==> src/hdl/lgbs_pkg.sv <==
package lgbs_pkg;

    // Serial link framing bytes
    localparam logic [7:0] SYNC_CMD    = 8'hF8;
    localparam logic [7:0] SYNC_DATA   = 8'hFA;
    localparam logic [7:0] ADDR_CMD    = 8'h80;
    localparam logic [7:0] NIBBLE_MASK = 8'hF0;

    // Pixels held in one buffer word
    localparam int PIX_PER_WORD = 16;

    // Configuration register indexes
    localparam int CFG_IDX_W = 3;
    localparam logic [CFG_IDX_W-1:0] CFG_X_ORIGIN     = 3'd0;
    localparam logic [CFG_IDX_W-1:0] CFG_Y_ORIGIN     = 3'd1;
    localparam logic [CFG_IDX_W-1:0] CFG_BLOCK_WIDTH  = 3'd2;
    localparam logic [CFG_IDX_W-1:0] CFG_BLOCK_HEIGHT = 3'd3;

    // Configuration reset values
    localparam logic [7:0] RST_X_ORIGIN     = 8'd0;
    localparam logic [6:0] RST_Y_ORIGIN     = 7'd0;
    localparam logic [7:0] RST_BLOCK_WIDTH  = 8'd128;
    localparam logic [6:0] RST_BLOCK_HEIGHT = 7'd64;

    // Transfer within one word write
    localparam logic [1:0] XFER_VERT  = 2'd0;
    localparam logic [1:0] XFER_HORIZ = 2'd1;
    localparam logic [1:0] XFER_HI    = 2'd2;
    localparam logic [1:0] XFER_LO    = 2'd3;

    // Byte within one transfer
    localparam logic [1:0] PH_SYNC = 2'd0;
    localparam logic [1:0] PH_HIGH = 2'd1;
    localparam logic [1:0] PH_LOW  = 2'd2;

    // One classified word write, handed from front to back
    typedef struct packed {
        logic [7:0]  vert_cmd;
        logic [7:0]  horiz_cmd;
        logic [15:0] word;
    } gdram_cmd_t;

endpackage

==> src/hdl/lgbs_front.sv <==
module lgbs_front
    import lgbs_pkg::*;
#(
    parameter int SCREEN_WIDTH  = 128,
    parameter int SCREEN_HEIGHT = 64
)
(
    input  logic                 clk,
    input  logic                 rst_n,
    input  logic                 cfg_we,
    input  logic [CFG_IDX_W-1:0] cfg_index,
    input  logic [7:0]           cfg_data,
    input  logic [5:0]           pixel_row,
    input  logic [2:0]           word_column,
    input  logic [15:0]          pixel_word,
    output logic                 hit,
    output gdram_cmd_t           cmd
);

    localparam int XW            = 10;
    localparam int WORDS_PER_ROW = SCREEN_WIDTH / PIX_PER_WORD;
    localparam int HALF_HEIGHT   = SCREEN_HEIGHT / 2;

    logic [7:0]    x_origin_reg;
    logic [6:0]    y_origin_reg;
    logic [7:0]    block_width_reg;
    logic [6:0]    block_height_reg;

    logic [XW-1:0] x_eff;
    logic [XW-1:0] w_raw;
    logic [XW-1:0] w_eff;
    logic [XW-1:0] span;
    logic [XW-1:0] last_px;
    logic [5:0]    first_col;
    logic [5:0]    last_col;
    logic [5:0]    col_ext;
    logic [7:0]    row_ext;
    logic [7:0]    y_start;
    logic [7:0]    y_end;
    logic          width_ok;
    logic          row_ok;
    logic          col_ok;
    logic          bottom;
    logic [7:0]    vert;
    logic [7:0]    horiz;

    // Hold rectangle registers
    always_ff @(posedge clk or negedge rst_n)
    begin
        if (!rst_n)
        begin
            x_origin_reg     <= RST_X_ORIGIN;
            y_origin_reg     <= RST_Y_ORIGIN;
            block_width_reg  <= RST_BLOCK_WIDTH;
            block_height_reg <= RST_BLOCK_HEIGHT;
        end
        else if (cfg_we)
        begin
            case (cfg_index)
                CFG_X_ORIGIN:     x_origin_reg     <= cfg_data;
                CFG_Y_ORIGIN:     y_origin_reg     <= cfg_data[6:0];
                CFG_BLOCK_WIDTH:  block_width_reg  <= cfg_data;
                CFG_BLOCK_HEIGHT: block_height_reg <= cfg_data[6:0];
                default:          ;
            endcase
        end
    end

    // Clip the rectangle horizontally to the screen
    always_comb
    begin
        x_eff = {2'b00, x_origin_reg};
        if (x_eff > XW'(SCREEN_WIDTH - 1))
            x_eff = '0;
        w_raw = {2'b00, block_width_reg};
        span  = x_eff + w_raw;
        if (span > XW'(SCREEN_WIDTH))
            w_eff = XW'(SCREEN_WIDTH) - x_eff;
        else
            w_eff = w_raw;
        width_ok  = (w_eff != '0);
        last_px   = x_eff + w_eff - XW'(1);
        first_col = x_eff[XW-1:4];
        last_col  = last_px[XW-1:4];
    end

    // Classify the word against the rectangle
    always_comb
    begin
        col_ext = {3'b000, word_column};
        row_ext = {2'b00, pixel_row};
        y_start = {1'b0, y_origin_reg};
        y_end   = {1'b0, y_origin_reg} + {1'b0, block_height_reg};
        row_ok  = (row_ext >= y_start) && (row_ext < y_end)
                  && (row_ext < 8'(SCREEN_HEIGHT));
        col_ok  = (col_ext >= first_col) && (col_ext <= last_col)
                  && (col_ext < 6'(WORDS_PER_ROW));
        hit     = width_ok && row_ok && col_ok;
    end

    // Map bottom-half rows onto the second address bank
    always_comb
    begin
        bottom = (row_ext >= 8'(HALF_HEIGHT));
        if (bottom)
        begin
            vert  = row_ext - 8'(HALF_HEIGHT);
            horiz = {2'b00, col_ext} + 8'(WORDS_PER_ROW);
        end
        else
        begin
            vert  = row_ext;
            horiz = {2'b00, col_ext};
        end
        cmd.vert_cmd  = ADDR_CMD | vert;
        cmd.horiz_cmd = ADDR_CMD | horiz;
        cmd.word      = pixel_word;
    end

endmodule

==> src/hdl/lgbs_queue.sv <==
module lgbs_queue
    import lgbs_pkg::*;
#(
    parameter int DEPTH = 2
)
(
    input  logic       clk,
    input  logic       rst_n,
    input  logic       wr_en,
    input  gdram_cmd_t wr_data,
    output logic       full,
    input  logic       rd_en,
    output logic       rd_valid,
    output gdram_cmd_t rd_data
);

    localparam int PW = (DEPTH > 1) ? $clog2(DEPTH) : 1;
    localparam int CW = $clog2(DEPTH + 1);

    gdram_cmd_t    entry_reg [DEPTH];
    logic [PW-1:0] wr_ptr_reg;
    logic [PW-1:0] wr_ptr_next;
    logic [PW-1:0] rd_ptr_reg;
    logic [PW-1:0] rd_ptr_next;
    logic [CW-1:0] count_reg;
    logic [CW-1:0] count_next;
    logic          do_wr;
    logic          do_rd;

    assign full     = (count_reg == CW'(DEPTH));
    assign rd_valid = (count_reg != '0);
    assign rd_data  = entry_reg[rd_ptr_reg];
    assign do_wr    = wr_en && !full;
    assign do_rd    = rd_en && rd_valid;

    // Advance pointers with explicit wrap
    always_comb
    begin
        wr_ptr_next = wr_ptr_reg;
        rd_ptr_next = rd_ptr_reg;
        count_next  = count_reg;
        if (do_wr)
            wr_ptr_next = (wr_ptr_reg == PW'(DEPTH - 1)) ? '0 : wr_ptr_reg + PW'(1);
        if (do_rd)
            rd_ptr_next = (rd_ptr_reg == PW'(DEPTH - 1)) ? '0 : rd_ptr_reg + PW'(1);
        if (do_wr && !do_rd)
            count_next = count_reg + CW'(1);
        else if (do_rd && !do_wr)
            count_next = count_reg - CW'(1);
    end

    always_ff @(posedge clk or negedge rst_n)
    begin
        if (!rst_n)
        begin
            wr_ptr_reg <= '0;
            rd_ptr_reg <= '0;
            count_reg  <= '0;
        end
        else
        begin
            wr_ptr_reg <= wr_ptr_next;
            rd_ptr_reg <= rd_ptr_next;
            count_reg  <= count_next;
        end
    end

    // Store entries
    always_ff @(posedge clk)
    begin
        if (do_wr)
            entry_reg[wr_ptr_reg] <= wr_data;
    end

    // Writes never land while full, reads never while empty
    a_no_overflow: assert property (@(posedge clk) disable iff (!rst_n)
        full |=> (count_reg == CW'(DEPTH)) || (count_reg == CW'(DEPTH - 1)))
        else $error("queue count grew past depth");

    a_ptr_gap: assert property (@(posedge clk) disable iff (!rst_n)
        (count_reg == '0) |-> (wr_ptr_reg == rd_ptr_reg))
        else $error("queue pointers differ while empty");

    a_count_step: assert property (@(posedge clk) disable iff (!rst_n)
        (do_wr && !do_rd) |=> (count_reg == $past(count_reg) + CW'(1)))
        else $error("queue count missed a write");

endmodule

==> src/hdl/lgbs_back.sv <==
module lgbs_back
    import lgbs_pkg::*;
(
    input  logic       clk,
    input  logic       rst_n,
    input  logic       q_valid,
    input  gdram_cmd_t q_data,
    output logic       q_pop,
    output logic       empty,
    input  logic       pop,
    output logic [7:0] serial_byte,
    output logic       frame_start,
    output logic       last_of_run
);

    logic       busy_reg;
    logic       busy_next;
    logic [1:0] xfer_reg;
    logic [1:0] xfer_next;
    logic [1:0] phase_reg;
    logic [1:0] phase_next;
    gdram_cmd_t item_reg;
    logic       out_valid_reg;
    logic       out_valid_next;
    logic [7:0] out_byte_reg;
    logic       out_start_reg;
    logic       out_last_reg;

    logic       pop_ok;
    logic       advance;
    logic       last_step;
    logic [7:0] cur_data;
    logic [7:0] cur_sync;
    logic [7:0] cur_byte;

    assign pop_ok    = pop && out_valid_reg;
    assign advance   = busy_reg && (!out_valid_reg || pop_ok);
    assign last_step = (xfer_reg == XFER_LO) && (phase_reg == PH_LOW);
    assign q_pop     = q_valid && (!busy_reg || (advance && last_step));

    // Pick the byte of the current transfer
    always_comb
    begin
        case (xfer_reg)
            XFER_VERT:  cur_data = item_reg.vert_cmd;
            XFER_HORIZ: cur_data = item_reg.horiz_cmd;
            XFER_HI:    cur_data = item_reg.word[15:8];
            XFER_LO:    cur_data = item_reg.word[7:0];
            default:    cur_data = item_reg.word[7:0];
        endcase
        if ((xfer_reg == XFER_VERT) || (xfer_reg == XFER_HORIZ))
            cur_sync = SYNC_CMD;
        else
            cur_sync = SYNC_DATA;
        case (phase_reg)
            PH_SYNC: cur_byte = cur_sync;
            PH_HIGH: cur_byte = cur_data & NIBBLE_MASK;
            PH_LOW:  cur_byte = {cur_data[3:0], 4'h0};
            default: cur_byte = cur_sync;
        endcase
    end

    // Step through twelve bytes, load the next word on the last one or when idle
    always_comb
    begin
        busy_next      = busy_reg;
        xfer_next      = xfer_reg;
        phase_next     = phase_reg;
        out_valid_next = out_valid_reg;
        if (pop_ok)
            out_valid_next = 1'b0;
        if (advance)
        begin
            out_valid_next = 1'b1;
            if (phase_reg == PH_LOW)
            begin
                phase_next = PH_SYNC;
                xfer_next  = xfer_reg + 2'd1;
            end
            else
            begin
                phase_next = phase_reg + 2'd1;
            end
            if (last_step)
                busy_next = 1'b0;
        end
        if (q_pop)
        begin
            busy_next  = 1'b1;
            xfer_next  = XFER_VERT;
            phase_next = PH_SYNC;
        end
    end

    always_ff @(posedge clk or negedge rst_n)
    begin
        if (!rst_n)
        begin
            busy_reg      <= 1'b0;
            xfer_reg      <= XFER_VERT;
            phase_reg     <= PH_SYNC;
            out_valid_reg <= 1'b0;
        end
        else
        begin
            busy_reg      <= busy_next;
            xfer_reg      <= xfer_next;
            phase_reg     <= phase_next;
            out_valid_reg <= out_valid_next;
        end
    end

    // Hold payload
    always_ff @(posedge clk)
    begin
        if (q_pop)
            item_reg <= q_data;
        if (advance)
        begin
            out_byte_reg  <= cur_byte;
            out_start_reg <= (phase_reg == PH_SYNC);
            out_last_reg  <= last_step;
        end
    end

    assign empty       = !out_valid_reg;
    assign serial_byte = out_byte_reg;
    assign frame_start = out_start_reg;
    assign last_of_run = out_last_reg;

    a_sync_byte: assert property (@(posedge clk) disable iff (!rst_n)
        (out_valid_reg && out_start_reg)
            |-> ((out_byte_reg == SYNC_CMD) || (out_byte_reg == SYNC_DATA)))
        else $error("frame start without a sync byte");

    a_idle_counters: assert property (@(posedge clk) disable iff (!rst_n)
        !busy_reg |-> ((xfer_reg == XFER_VERT) && (phase_reg == PH_SYNC)))
        else $error("counters not rewound while idle");

    a_last_not_start: assert property (@(posedge clk) disable iff (!rst_n)
        (out_valid_reg && out_last_reg) |-> !out_start_reg)
        else $error("last byte flagged as frame start");

    a_phase_range: assert property (@(posedge clk) disable iff (!rst_n)
        busy_reg |-> (phase_reg != 2'd3))
        else $error("phase counter ran past the low nibble");

endmodule

==> src/hdl/lcd_gdram_block_serializer.sv <==
// Graphics-RAM block writer for a serial-link display controller.
//
// Input channel (push/full): one frame buffer word per transaction with its
// pixel_row and word_column. Words inside the configured rectangle are
// queued; words outside it are accepted and dropped without output.
// Result channel (empty/pop): twelve serial bytes per queued word: four
// transfers (vertical address, horizontal address, data high, data low),
// each a sync byte flagged by frame_start, then two nibble bytes; the
// twelfth byte carries last_of_run.
// Config channel (cfg_valid/cfg_ready/cfg_index/cfg_data): always ready;
// write only while the block is idle. Unknown indexes are ignored.
// When the path is idle, an accepted word passes a queue entry, the item
// register and the byte register before its first byte is on the result
// ports. Throughput: one byte per cycle while the receiver pops, set by the
// byte serializer; a two-entry queue lets new words be taken while bytes go out.
// A receiver stall holds the current byte and backs up into the queue,
// raising full once both entries are taken.
// Reset clears the queue and output stage and restores the rectangle to
// the full screen.
module lcd_gdram_block_serializer
    import lgbs_pkg::*;
#(
    parameter int SCREEN_WIDTH  = 128,
    parameter int SCREEN_HEIGHT = 64
)
(
    input  logic                 clk,
    input  logic                 rst_n,
    input  logic                 cfg_valid,
    output logic                 cfg_ready,
    input  logic [CFG_IDX_W-1:0] cfg_index,
    input  logic [7:0]           cfg_data,
    input  logic                 push,
    output logic                 full,
    input  logic [5:0]           pixel_row,
    input  logic [2:0]           word_column,
    input  logic [15:0]          pixel_word,
    output logic                 empty,
    input  logic                 pop,
    output logic [7:0]           serial_byte,
    output logic                 frame_start,
    output logic                 last_of_run
);

    logic       hit;
    gdram_cmd_t front_cmd;
    logic       q_wr;
    logic       q_valid;
    logic       q_pop;
    gdram_cmd_t q_data;

    assign cfg_ready = 1'b1;
    assign q_wr      = push && !full && hit;

    lgbs_front #(
        .SCREEN_WIDTH  (SCREEN_WIDTH),
        .SCREEN_HEIGHT (SCREEN_HEIGHT)
    ) u_front (
        .clk         (clk),
        .rst_n       (rst_n),
        .cfg_we      (cfg_valid && cfg_ready),
        .cfg_index   (cfg_index),
        .cfg_data    (cfg_data),
        .pixel_row   (pixel_row),
        .word_column (word_column),
        .pixel_word  (pixel_word),
        .hit         (hit),
        .cmd         (front_cmd)
    );

    lgbs_queue #(
        .DEPTH (2)
    ) u_queue (
        .clk      (clk),
        .rst_n    (rst_n),
        .wr_en    (q_wr),
        .wr_data  (front_cmd),
        .full     (full),
        .rd_en    (q_pop),
        .rd_valid (q_valid),
        .rd_data  (q_data)
    );

    lgbs_back u_back (
        .clk         (clk),
        .rst_n       (rst_n),
        .q_valid     (q_valid),
        .q_data      (q_data),
        .q_pop       (q_pop),
        .empty       (empty),
        .pop         (pop),
        .serial_byte (serial_byte),
        .frame_start (frame_start),
        .last_of_run (last_of_run)
    );

endmodule

==> config.mk <==
export PLATFORM = sky130hd
export DESIGN_NAME = lcd_gdram_block_serializer
export DESIGN_NICKNAME = d
export VERILOG_FILES = /design/src/hdl/lgbs_pkg.sv /design/src/hdl/lgbs_front.sv /design/src/hdl/lgbs_queue.sv /design/src/hdl/lgbs_back.sv /design/src/hdl/lcd_gdram_block_serializer.sv
export SDC_FILE = /design/constraint.sdc
export NUM_CORES = 1
export LEC_CHECK = 0
export BUFFER_PORTS_ARGS = -buffer_cell sky130_fd_sc_hd__buf_4
export CAP_MARGIN = 30
export CORE_MARGIN = 8
export CORE_UTILIZATION = 40
export CTS_CLUSTER_DIAMETER = 200
export DETAILED_ROUTE_END_ITERATION = 10
export GPL_TIMING_DRIVEN = 0
export SLEW_MARGIN = 15
export SYNTH_ARGS = -nofsm -noshare
export SYNTH_HDL_FRONTEND = slang
export SYNTH_SLANG_ARGS = --single-unit
==> constraint.sdc <==
create_clock -name clk -period 12 [get_ports clk]
set_input_delay 0.6 -clock clk [delete_from_list [all_inputs] [get_ports clk]]
set_output_delay 0.6 -clock clk [all_outputs]
set_load 0.005 [all_outputs]
# Word level (Yosys, flattened, before mapping)
# Memory sizes are Yosys's and may differ from the RTL's. A register that Yosys moved wholly into a read port is not among the register bits.
# Cells that the tools add are included.
dict set report op_classes {
  mux 24
  reduce_logical 39
  eq_ne 9
  n_addsub 13
  n_lt_le_gt_ge 7
}
# operator n
set op_table {}
lappend op_table {{$pmux W8 S4} 1}
lappend op_table {{$mux W2} 9}
lappend op_table {{$pmux W8 S2} 1}
lappend op_table {{$logic_and A1 B1 Y1} 15}
lappend op_table {{$mux W7} 2}
lappend op_table {{$reduce_and A2 Y1} 6}
lappend op_table {{$reduce_bool A2 Y1} 6}
lappend op_table {{$add A8 B10 Y10} 1}
lappend op_table {{$gt A10 B8 Y1 const B} 1}
lappend op_table {{$mux W10} 1}
lappend op_table {{$reduce_bool A10 Y1} 1}
lappend op_table {{$sub A10 B1 Y10 const B} 1}
lappend op_table {{$add A8 B8 Y9} 1}
lappend op_table {{$mux W1} 9}
lappend op_table {{$sub A8 B8 Y9 const A} 1}
lappend op_table {{$add A7 B7 Y8} 1}
lappend op_table {{$eq A2 B2 Y1 const B} 4}
lappend op_table {{$gt A8 B7 Y1 const B} 1}
lappend op_table {{$lt A6 B8 Y1} 1}
lappend op_table {{$mux W8} 1}
lappend op_table {{$ge A6 B7 Y1} 1}
lappend op_table {{$sub A6 B6 Y7 const B} 1}
lappend op_table {{$add A2 B1 Y2 const B} 3}
lappend op_table {{$eq A3 B2 Y1 const B} 2}
lappend op_table {{12 further kinds} 21}
dict set report totals {
  ram_bits 60
  reg_bits 66
  wordCells 109
  memories 1
}
# name depth word_bits read_ports rd_ports_with_merged_regs wr line
set mem_list {}
lappend mem_list {u_queue.entry_reg 2 30 1 1 1 lgbs_queue.sv:20} ;# gdram_cmd_t entry_reg [DEPTH];

# Logic depth before layout (Yosys ltp)
# Gate-level depths: netlist (run 1).
dict set report depth {
  ltp_word 16
  depth_mapped 34
  mapped_depth_nobuf 32
}

# By module
# From an unflattened synthesis (run 1), not the netlist that was laid out.
dict set report unflattened {
  cells_unflattened 603
  area_unflattened_um2 7797.5
}
# module n_inst area_per_inst_um2 cells_each
set modules_own_cells {}
lappend modules_own_cells {lgbs_front 1 3186.8 351}
lappend modules_own_cells {lgbs_queue 1 2662.6 119}
lappend modules_own_cells {lgbs_back 1 1928.1 130}
lappend modules_own_cells {lcd_gdram_block_serializer 1 20.0 3}

# Worst setup path after synthesis (run 1)
# Ideal clock, no wire load.
dict set report synth_timing {
  path_type {register to register}
  start {register u_front.x_origin_reg[7]}
  end {memory u_queue.entry_reg[0][0] (netlist bit) (enable)}
  t_arrival_ps 6776
  setup_time_ps 412
  stages_incl_launch_ff 30
  setup_slack_ps 4812
  path_cell_list {dfrtp_1 > clkbuf_1 > nor2b_1 > ha_1 > inv_1 > fa_1 > and3b_1 > or3_1 > or3_1 > a21oi_1 > o221ai_2 > a21oi_4 > buf_2 > mux2i_1 > ha_1 > inv_1 > ha_1 > nand2_1 > nand2b_1 > a21oi_1 > o21ai_0 > xnor2_1 > ha_1 > nor2b_1 > o21ai_0 > a32oi_1 > and4b_1 > and4_1 > nor4_4 > nor2b_1}
}
dict set report synth_between {
  elab_chain_len 14
}
# element line
set synth_lines {}
lappend synth_lines {{start: declaration} lgbs_front.sv:24} ;# logic [7:0] x_origin_reg;
lappend synth_lines {{start signal: assignment} lgbs_front.sv:60} ;# CFG_X_ORIGIN: x_origin_reg <= cfg_data;
lappend synth_lines {{$gt A8 B7 Y1} lgbs_front.sv:73} ;# if (x_eff > XW'(SCREEN_WIDTH - 1))
lappend synth_lines {{$mux W8 (*)} lgbs_front.sv:73}
lappend synth_lines {{$add A8 B8 Y9} lgbs_front.sv:76} ;# span = x_eff + w_raw;
lappend synth_lines {{$gt A10 B8 Y1} lgbs_front.sv:77} ;# if (span > XW'(SCREEN_WIDTH))
lappend synth_lines {{$mux W10} lgbs_front.sv:77}
lappend synth_lines {{$add A8 B10 Y10} lgbs_front.sv:82} ;# last_px = x_eff + w_eff - XW'(1);
lappend synth_lines {{$sub A10 B1 Y10} lgbs_front.sv:82}
lappend synth_lines {{$le A3 B6 Y1} lgbs_front.sv:96} ;# col_ok = (col_ext >= first_col) && (col_ext <= last_col)
lappend synth_lines {{$logic_and A1 B1 Y1} lgbs_front.sv:96}
lappend synth_lines {{$logic_and A1 B1 Y1 (*)} lgbs_front.sv:98} ;# hit = width_ok && row_ok && col_ok;
lappend synth_lines {{$logic_and A1 B1 Y1 (*)} lcd_gdram_block_serializer.sv:53} ;# assign q_wr = push && !full && hit;
lappend synth_lines {{$logic_and A1 B1 Y1 (*)} lgbs_queue.sv:33} ;# assign do_wr = wr_en && !full;
lappend synth_lines {{via u_queue.do_wr} lgbs_queue.sv:27} ;# logic do_wr;
lappend synth_lines {{$mux W1 (*)} lgbs_queue.sv:71} ;# if (do_wr)
lappend synth_lines {{$mux W1 (not written as such) (*)} lgbs_queue.sv:72} ;# entry_reg[wr_ptr_reg] <= wr_data;
lappend synth_lines {{end: declaration} lgbs_queue.sv:20}
# Mark *: on every way through the listed nets, which the timed path passes. The rest lies on a longest branch.

# Worst setup path in the final report (run 1)
dict set report layout_timing {
  start {register u_front.x_origin_reg[7]}
  end {memory u_queue.entry_reg[1][24] (netlist bit) (enable)}
}
# Same word-level chain as after synthesis.

==> metrics.cfg, run 1 <==
[clocking]
cts_tree = yes
postCtsSetupBuffers = 0
cts_buffer_depth = 2
clkTransAtPathRegs_ns = 0.06
cts_resized = 0
clock_latency_ns = 0.42
cts_sinks = 126
holdBufCountCts = 0
htree_levels = 4
cts_made_buffers = 17
root_buffer = clkbuf_16

[worst_setup_path]
arrival_ns = 7.64
crit_required_ns = 12.04
slowest_stage = and2_2
slowest_delay_ns = 0.67
r2r_start = u_front.x_origin_reg[7]
r2r_cells = 29
crit_top_cell = ha_1
r2r-end = u_queue.entry_reg[1][24]
worstSetupEndpointType = flop
critPathMaxFanout = 26
crit_type = reg -> reg
worst_setup_path_start_kind = flop
regToRegSetupSlack_ns = 4.40

[power]
p_clk_frac = 0.258
p_int_w = 0.00116
pwr-share-seq = 0.328
p_leak_nw = 3.28
combPwrFrac = 0.414
p_per_area_nw_per_um2 = 224
p_sw_frac = 0.353
power_switching_w = 0.000630
power_w = 0.00179
ir_drop_v = 0.000111

[floorplan]
initial_utilization = 0.406
dieArea_um2 = 21100
die_w_um = 145
core.rowCount = 47
die_h_um = 145
core_um2 = 16500
pin_count = 54

[routing]
first_iter_violations = 262
wl_per_cell_um = 15.7
dr_total_vias = 4327
route.detailed.drc = 0
routed_wl_mm = 13.4
drt_pass1_iterations = 4
drtAntennaViolNets = 0
viasPerCell = 5.08

[sta]
period_minus_slack_ns = 7.60
period_share = 0.633
worst_slew_pin_slew_ns = 0.779
fmax_mhz = 132
rsz0062_at_grt = false
maxSlewHeadroom = 0.478
setup_viol = 0
fin_skew_ns = 0.00830
slew_violations = 0
final_hold_viol_count = 0
tns_ns = 0

[placed_design]
gp_congestion = 0.818
placed_cell_area_um2 = 7440
dp_hpwl_mm = 10.0
io_buffers = 50

[yosys]
synth_simple_gate_area_frac = 0.0996
syn-instance-count = 541
synthDistinctLibCells = 60
synth_warnings = 0
seq_area_frac_synth = 0.537
synth_top_cell_by_area = edfxtp_1
muxShareOfSynthArea = 0.0899
synth_area_leaders = edfxtp_1, dfrtp_1, ha_1, mux2_2, inv_1
syn_area_per_cell_um2 = 12.4
synth_top_family_by_area = adder cells
synth_seq_cells = 126
synth_area_um2 = 6680
synth-edff-count = 86
ys_async_sr_fraction = 0.317
synth_adder_area_share = 0.112
synthXorXnorAreaFrac = 0.0236
synth.most_common_cell = edfxtp_1
synth_compound_area_frac = 0.0943
synth_common_cells = edfxtp_1, ha_1, inv_1
synth-main-ff-cell = edfxtp_1
synth.top_cell.area_share = 0.386

[grt]
grt_max_degree = 41
grt_util_met1 = 0.155
grt-busiest-layer = met2
grt_overflow = 0
use_met2 = 0.221
grt_pass1_wl_mm = 22.1
antenna_found_initial = 0
grt_usage = 0.132
gr-usage-met3 = 0.0417
grt_pass1_vias = 4462

[final_layout]
area_growth_syn_to_layout_pct = 19.4
largest_register_ffs = 52
fin_util = 0.485
stdcell_area_um2 = 7980
num_antenna_cells = 0
n_fill_cell = 1508
layout.nets = 718
drive_above_1_share = 0.237

[run]
drv_cap = 0

[run_status]
outcome = finished, final reports clean

[worst_hold_path]
hold_path.class = in -> async

==> worst max path at each step <==
stage | start | end | cells after the start
2_1_floorplan | u_front.x_origin_reg[7] | u_queue.entry_reg[0][0] | 29
3_3_place_gp | u_front.x_origin_reg[7] | u_queue.entry_reg[0][13] | 29
3_5_place_dp | u_front.x_origin_reg[7] | u_queue.entry_reg[1][9] | 29
4_1_cts | u_front.x_origin_reg[7] | u_queue.entry_reg[1][8] | 29
5_1_grt | u_front.x_origin_reg[7] | u_queue.entry_reg[1][8] | 30
6_report | u_front.x_origin_reg[7] | u_queue.entry_reg[1][24] | 29
==> per-layer routing <==
metal / routed length (µm) / vias up / share of wire
li1: - / 2133 / -
met1: 6000 / 2095 / 0.45
met2: 6630 / 83 / 0.50
met3: 567 / 16 / 0.042
met4: 157 / 0 / 0.012
met5: 0 / - / 0
==> logic make-up after synthesis <==
kind of cell    Yosys count
fa+ha+maj                59
buf+inv                  68
flops                   126
compound gates           91
simple gates            123
xor+xnor                 18
mux                      54
other cells               2
==> layout by cell type, fill, tap and decap left out, types with 12 or more instances in the layout <==
cell	count
inv_1	51
nor2_1	25
a21oi_1	24
buf_4	53
ha_1	56
dfrtp_1	38
nand2_1	30
xnor2_1	12
o21ai_0	19
mux2_2	48
nand2b_1	13
edfxtp_1	86
clkbuf_16	17
==> worst max-delay path: cells and delay by family (launching register included) <==
family / cells / cell delay [ns]
flops: 1 / 0.45
mux: 1 / 0.24
buf+inv: 4 / 0.64
xor+xnor: 1 / 0.16
compound gates: 8 / 1.76
fa+ha+maj: 5 / 1.48
simple gates: 10 / 2.46
==> power groups by stage <==
| stage | clock network, W | registers, W | logic (W) |
|---|---|---|---|
| 2_1_floorplan | 0 | 0.000584 | 0.000559 |
| 3_3_place_gp | 0 | 0.000592 | 0.000708 |
| 3_5_place_dp | 0 | 0.000596 | 0.000737 |
| 4_1_cts | 0.000472 | 0.000588 | 0.000744 |
| 5_1_grt | 0.000493 | 0.000594 | 0.000840 |
| 6_report | 0.000460 | 0.000586 | 0.000740 |
==> layout make-up <==
cell class / count / area (µm²) / area share
sequential: 126 / 3590 / 0.449
buffer: 17 / 93.8 / 0.0118
timing repair buffer: 53 / 435 / 0.0546
inverter: 51 / 191 / 0.0240
tap: 220 / 275 / 0.0345
clock buffer: 18 / 429 / 0.0538
clock inverter: 14 / 113 / 0.0141
multi-input combinational: 353 / 2860 / 0.358
==> stage by stage <==
step / instances / hold slack, ns / setup slack [ns]
after floorplan: 547 / 0.304 / 4.81
after global placement: 817 / 0.474 / 3.15
after detailed placement: 820 / 0.496 / 4.41
after CTS: 852 / 0.160 / 4.37
after global routing: 852 / 0.194 / 3.77
final: 852 / 0.153 / 4.40
Power figures use the tool's default switching activity.
==> run 2, diff against run 1 <==
==> constraint.sdc (replaced) <==
create_clock -name clk -period 6.5 [get_ports clk]
set_input_delay 0.325 -clock clk [delete_from_list [all_inputs] [get_ports clk]]
set_output_delay 0.325 -clock clk [all_outputs]
set_load 0.005 [all_outputs]
==> metrics.cfg, run 2 (same netlist as run 1, synthesis figures left out) <==
[grt]
grt_overflow = 0  ; unchanged
grt-busiest-layer = met2
use_met2 = 0.232  ; +0.0105
grt_pass1_wl_mm = 23.2  ; +5.2%
gr-usage-met3 = 0.0429  ; +0.00124
grt_util_met1 = 0.166  ; +0.0105
antenna_found_initial = 0  ; unchanged
grt_pass1_vias = 4580  ; +2.6%
grt_max_degree = 41  ; unchanged
grt_usage = 0.138  ; +0.00628

[clocking]
root_buffer = clkbuf_16
htree_levels = 4  ; unchanged
cts_sinks = 126  ; unchanged
cts_buffer_depth = 2  ; unchanged
clkTransAtPathRegs_ns = 0.06  ; about the same
cts_made_buffers = 17  ; unchanged
clock_latency_ns = 0.41  ; about the same
cts_tree = yes

[routing]
routed_wl_mm = 14.4  ; +8.0%
wl_per_cell_um = 16.5  ; +5.6%
first_iter_violations = 258  ; -1.5%
drtAntennaViolNets = 0  ; unchanged
route.detailed.drc = 0  ; unchanged
viasPerCell = 5.11  ; +0.69%
drt_pass1_iterations = 4  ; unchanged
dr_total_vias = 4459  ; +3.1%

[final_layout]
num_antenna_cells = 0  ; unchanged
multi_input_area_um2 = 3040  ; +6.4%
ff_latch_area_um2 = 3590  ; about the same
layout.nets = 739  ; +2.9%
mostFrequentLayoutCells = edfxtp_1, buf_4, ha_1
drive_above_1_share = 0.301  ; +0.0633
n_fill_cell = 1473  ; -2.3%
area_growth_syn_to_layout_pct = 25.5
largest_register_ffs = 52  ; unchanged
stdcell_area_um2 = 8390  ; +5.1%
final_common_cell = edfxtp_1

[floorplan]
pin_count = 54  ; unchanged
die_w_um = 145  ; unchanged
die_h_um = 145  ; unchanged
dieArea_um2 = 21100  ; unchanged
core.rowCount = 47  ; unchanged
initial_utilization = 0.406  ; unchanged
core_um2 = 16500  ; unchanged

[worst_setup_path]
worst_setup_path_start_kind = flop
r2r_cells = 30  ; +3.4%
arrival_ns = 6.30  ; -1.34 ns
slowest_stage = dfrtp_1
worstSetupEndpointType = flop
crit_type = reg -> reg
slowest_delay_ns = 0.41  ; -0.26 ns
critPathMaxFanout = 6  ; -77%
crit_required_ns = 6.60  ; -5.44 ns

[placed_design]
dp_hpwl_mm = 10.0  ; about the same
gp_congestion = 0.817  ; about the same
placed_cell_area_um2 = 7410  ; -0.37%
io_buffers = 50  ; unchanged

[sta]
fin_skew_ns = 0.0117  ; +0.00338 ns
fin_hold_ws_ns = 0.0965  ; -0.0566 ns
period_share = 0.953  ; +0.320
slew_violations = 0  ; unchanged
setup_viol = 0  ; unchanged
period_minus_slack_ns = 6.20  ; -1.40 ns
final_hold_viol_count = 0  ; unchanged
fmax_mhz = 161  ; +23%
worst_slew_pin_slew_ns = 0.741  ; -0.0389 ns
maxSlewHeadroom = 0.504  ; +0.0260

[power]
p_leak_nw = 3.44  ; +5.2%
p_per_area_nw_per_um2 = 442  ; +97%
ir_drop_v = 0.000201  ; +81%

[run]
drv_cap = 0  ; unchanged

[worst_hold_path]
hold_path.class = in -> reg
whs_path_depth = 1

[run_status]
outcome = finished, final reports clean

-- run 2: cell types whose count changed in the layout (fill, tap and decap cells not counted), sizes merged --
cell	before	now
inv	55	51
clkinv	7	8
dlygate4sd3	0	1
clkinvlp	3	0
clkbuf	26	25
and2	3	6
bufinv	0	5
nor2b	10	11
buf	62	79
-- run 2: final cells by class --
cell class | instances | share of cell area
Buffer | 17 | 0.0128
Clock buffer | 18 | 0.0512
Clock inverter | 13 | 0.0234
Inverter | 51 | 0.0228
Multi-Input combinational cell | 357 | 0.362
Sequential cell | 126 | 0.428
Tap cell | 220 | 0.0328
Timing Repair Buffer | 70 | 0.0670
-- run 2: per-stage QoR --
stage	cells	power, W	setup slack, ns	utilization	TNS (ns)
6_report	872	0.00370	0.305	0.509	0
5_1_grt	872	0.00395	-0.0173	0.509	-0.103
4_1_cts	864	0.00355	0.0250	0.497	0
3_3_place_gp	817	0.00240	-1.07	0.447	-53.77
3_5_place_dp	819	0.00246	-1.18	0.450	-59.97
2_1_floorplan	547	0.00211	0.0610	-	0
-- run 2: worst paths after layout --
path                            slack, ns                     from                    endpoint
worst max-delay path                 0.30  u_front.x_origin_reg[0]    u_queue.entry_reg[1][18]
worst min-delay path                  0.1            pixel_word[0]     u_queue.entry_reg[1][0]
worst max register to register       0.30  u_front.x_origin_reg[0]    u_queue.entry_reg[1][18]
worst min register to register       0.48     u_queue.count_reg[1]        u_queue.count_reg[1]
max in group asynchronous            5.68                    rst_n     u_front.x_origin_reg[7]
min in group asynchronous            0.43                    rst_n  u_front.block_width_reg[3]
-- run 2: worst max-delay path: cells and delay by family, from the launching register on --
| kind | cells | cell delay [ns] |
|---|---|---|
| flip-flops | 1 | 0.41 |
| adder cells (fa/ha/maj) | 5 | 1.28 |
| buffers and inverters | 6 | 0.70 |
| AND/OR/NAND/NOR | 12 | 2.67 |
| AO/OA/AOI/OAI | 7 | 0.82 |
-- run 2: what timing repair did --
item	CTS	global route
endpoints found under the hold margin	38	0
setup buffers	9	8
gates cloned	4	0
pin swaps	5	18
setup endpoints to repair	55	55
gates resized for setup	12	31
hold buffers	1	0
-- run 2: where the power goes --
part / internal [W] / switching [W]
Sequential: 0.00101 / 0.0000794
Clock: 0.000673 / 0.000329
Combinational: 0.000776 / 0.000837
Total: 0.00246 / 0.00125
-- run 2: layer usage --
metal,up-vias,part of all wire
met5,-,0
met3,21,0.032
met4,0,0.016
met1,2169,0.45
met2,94,0.51
li1,2175,-
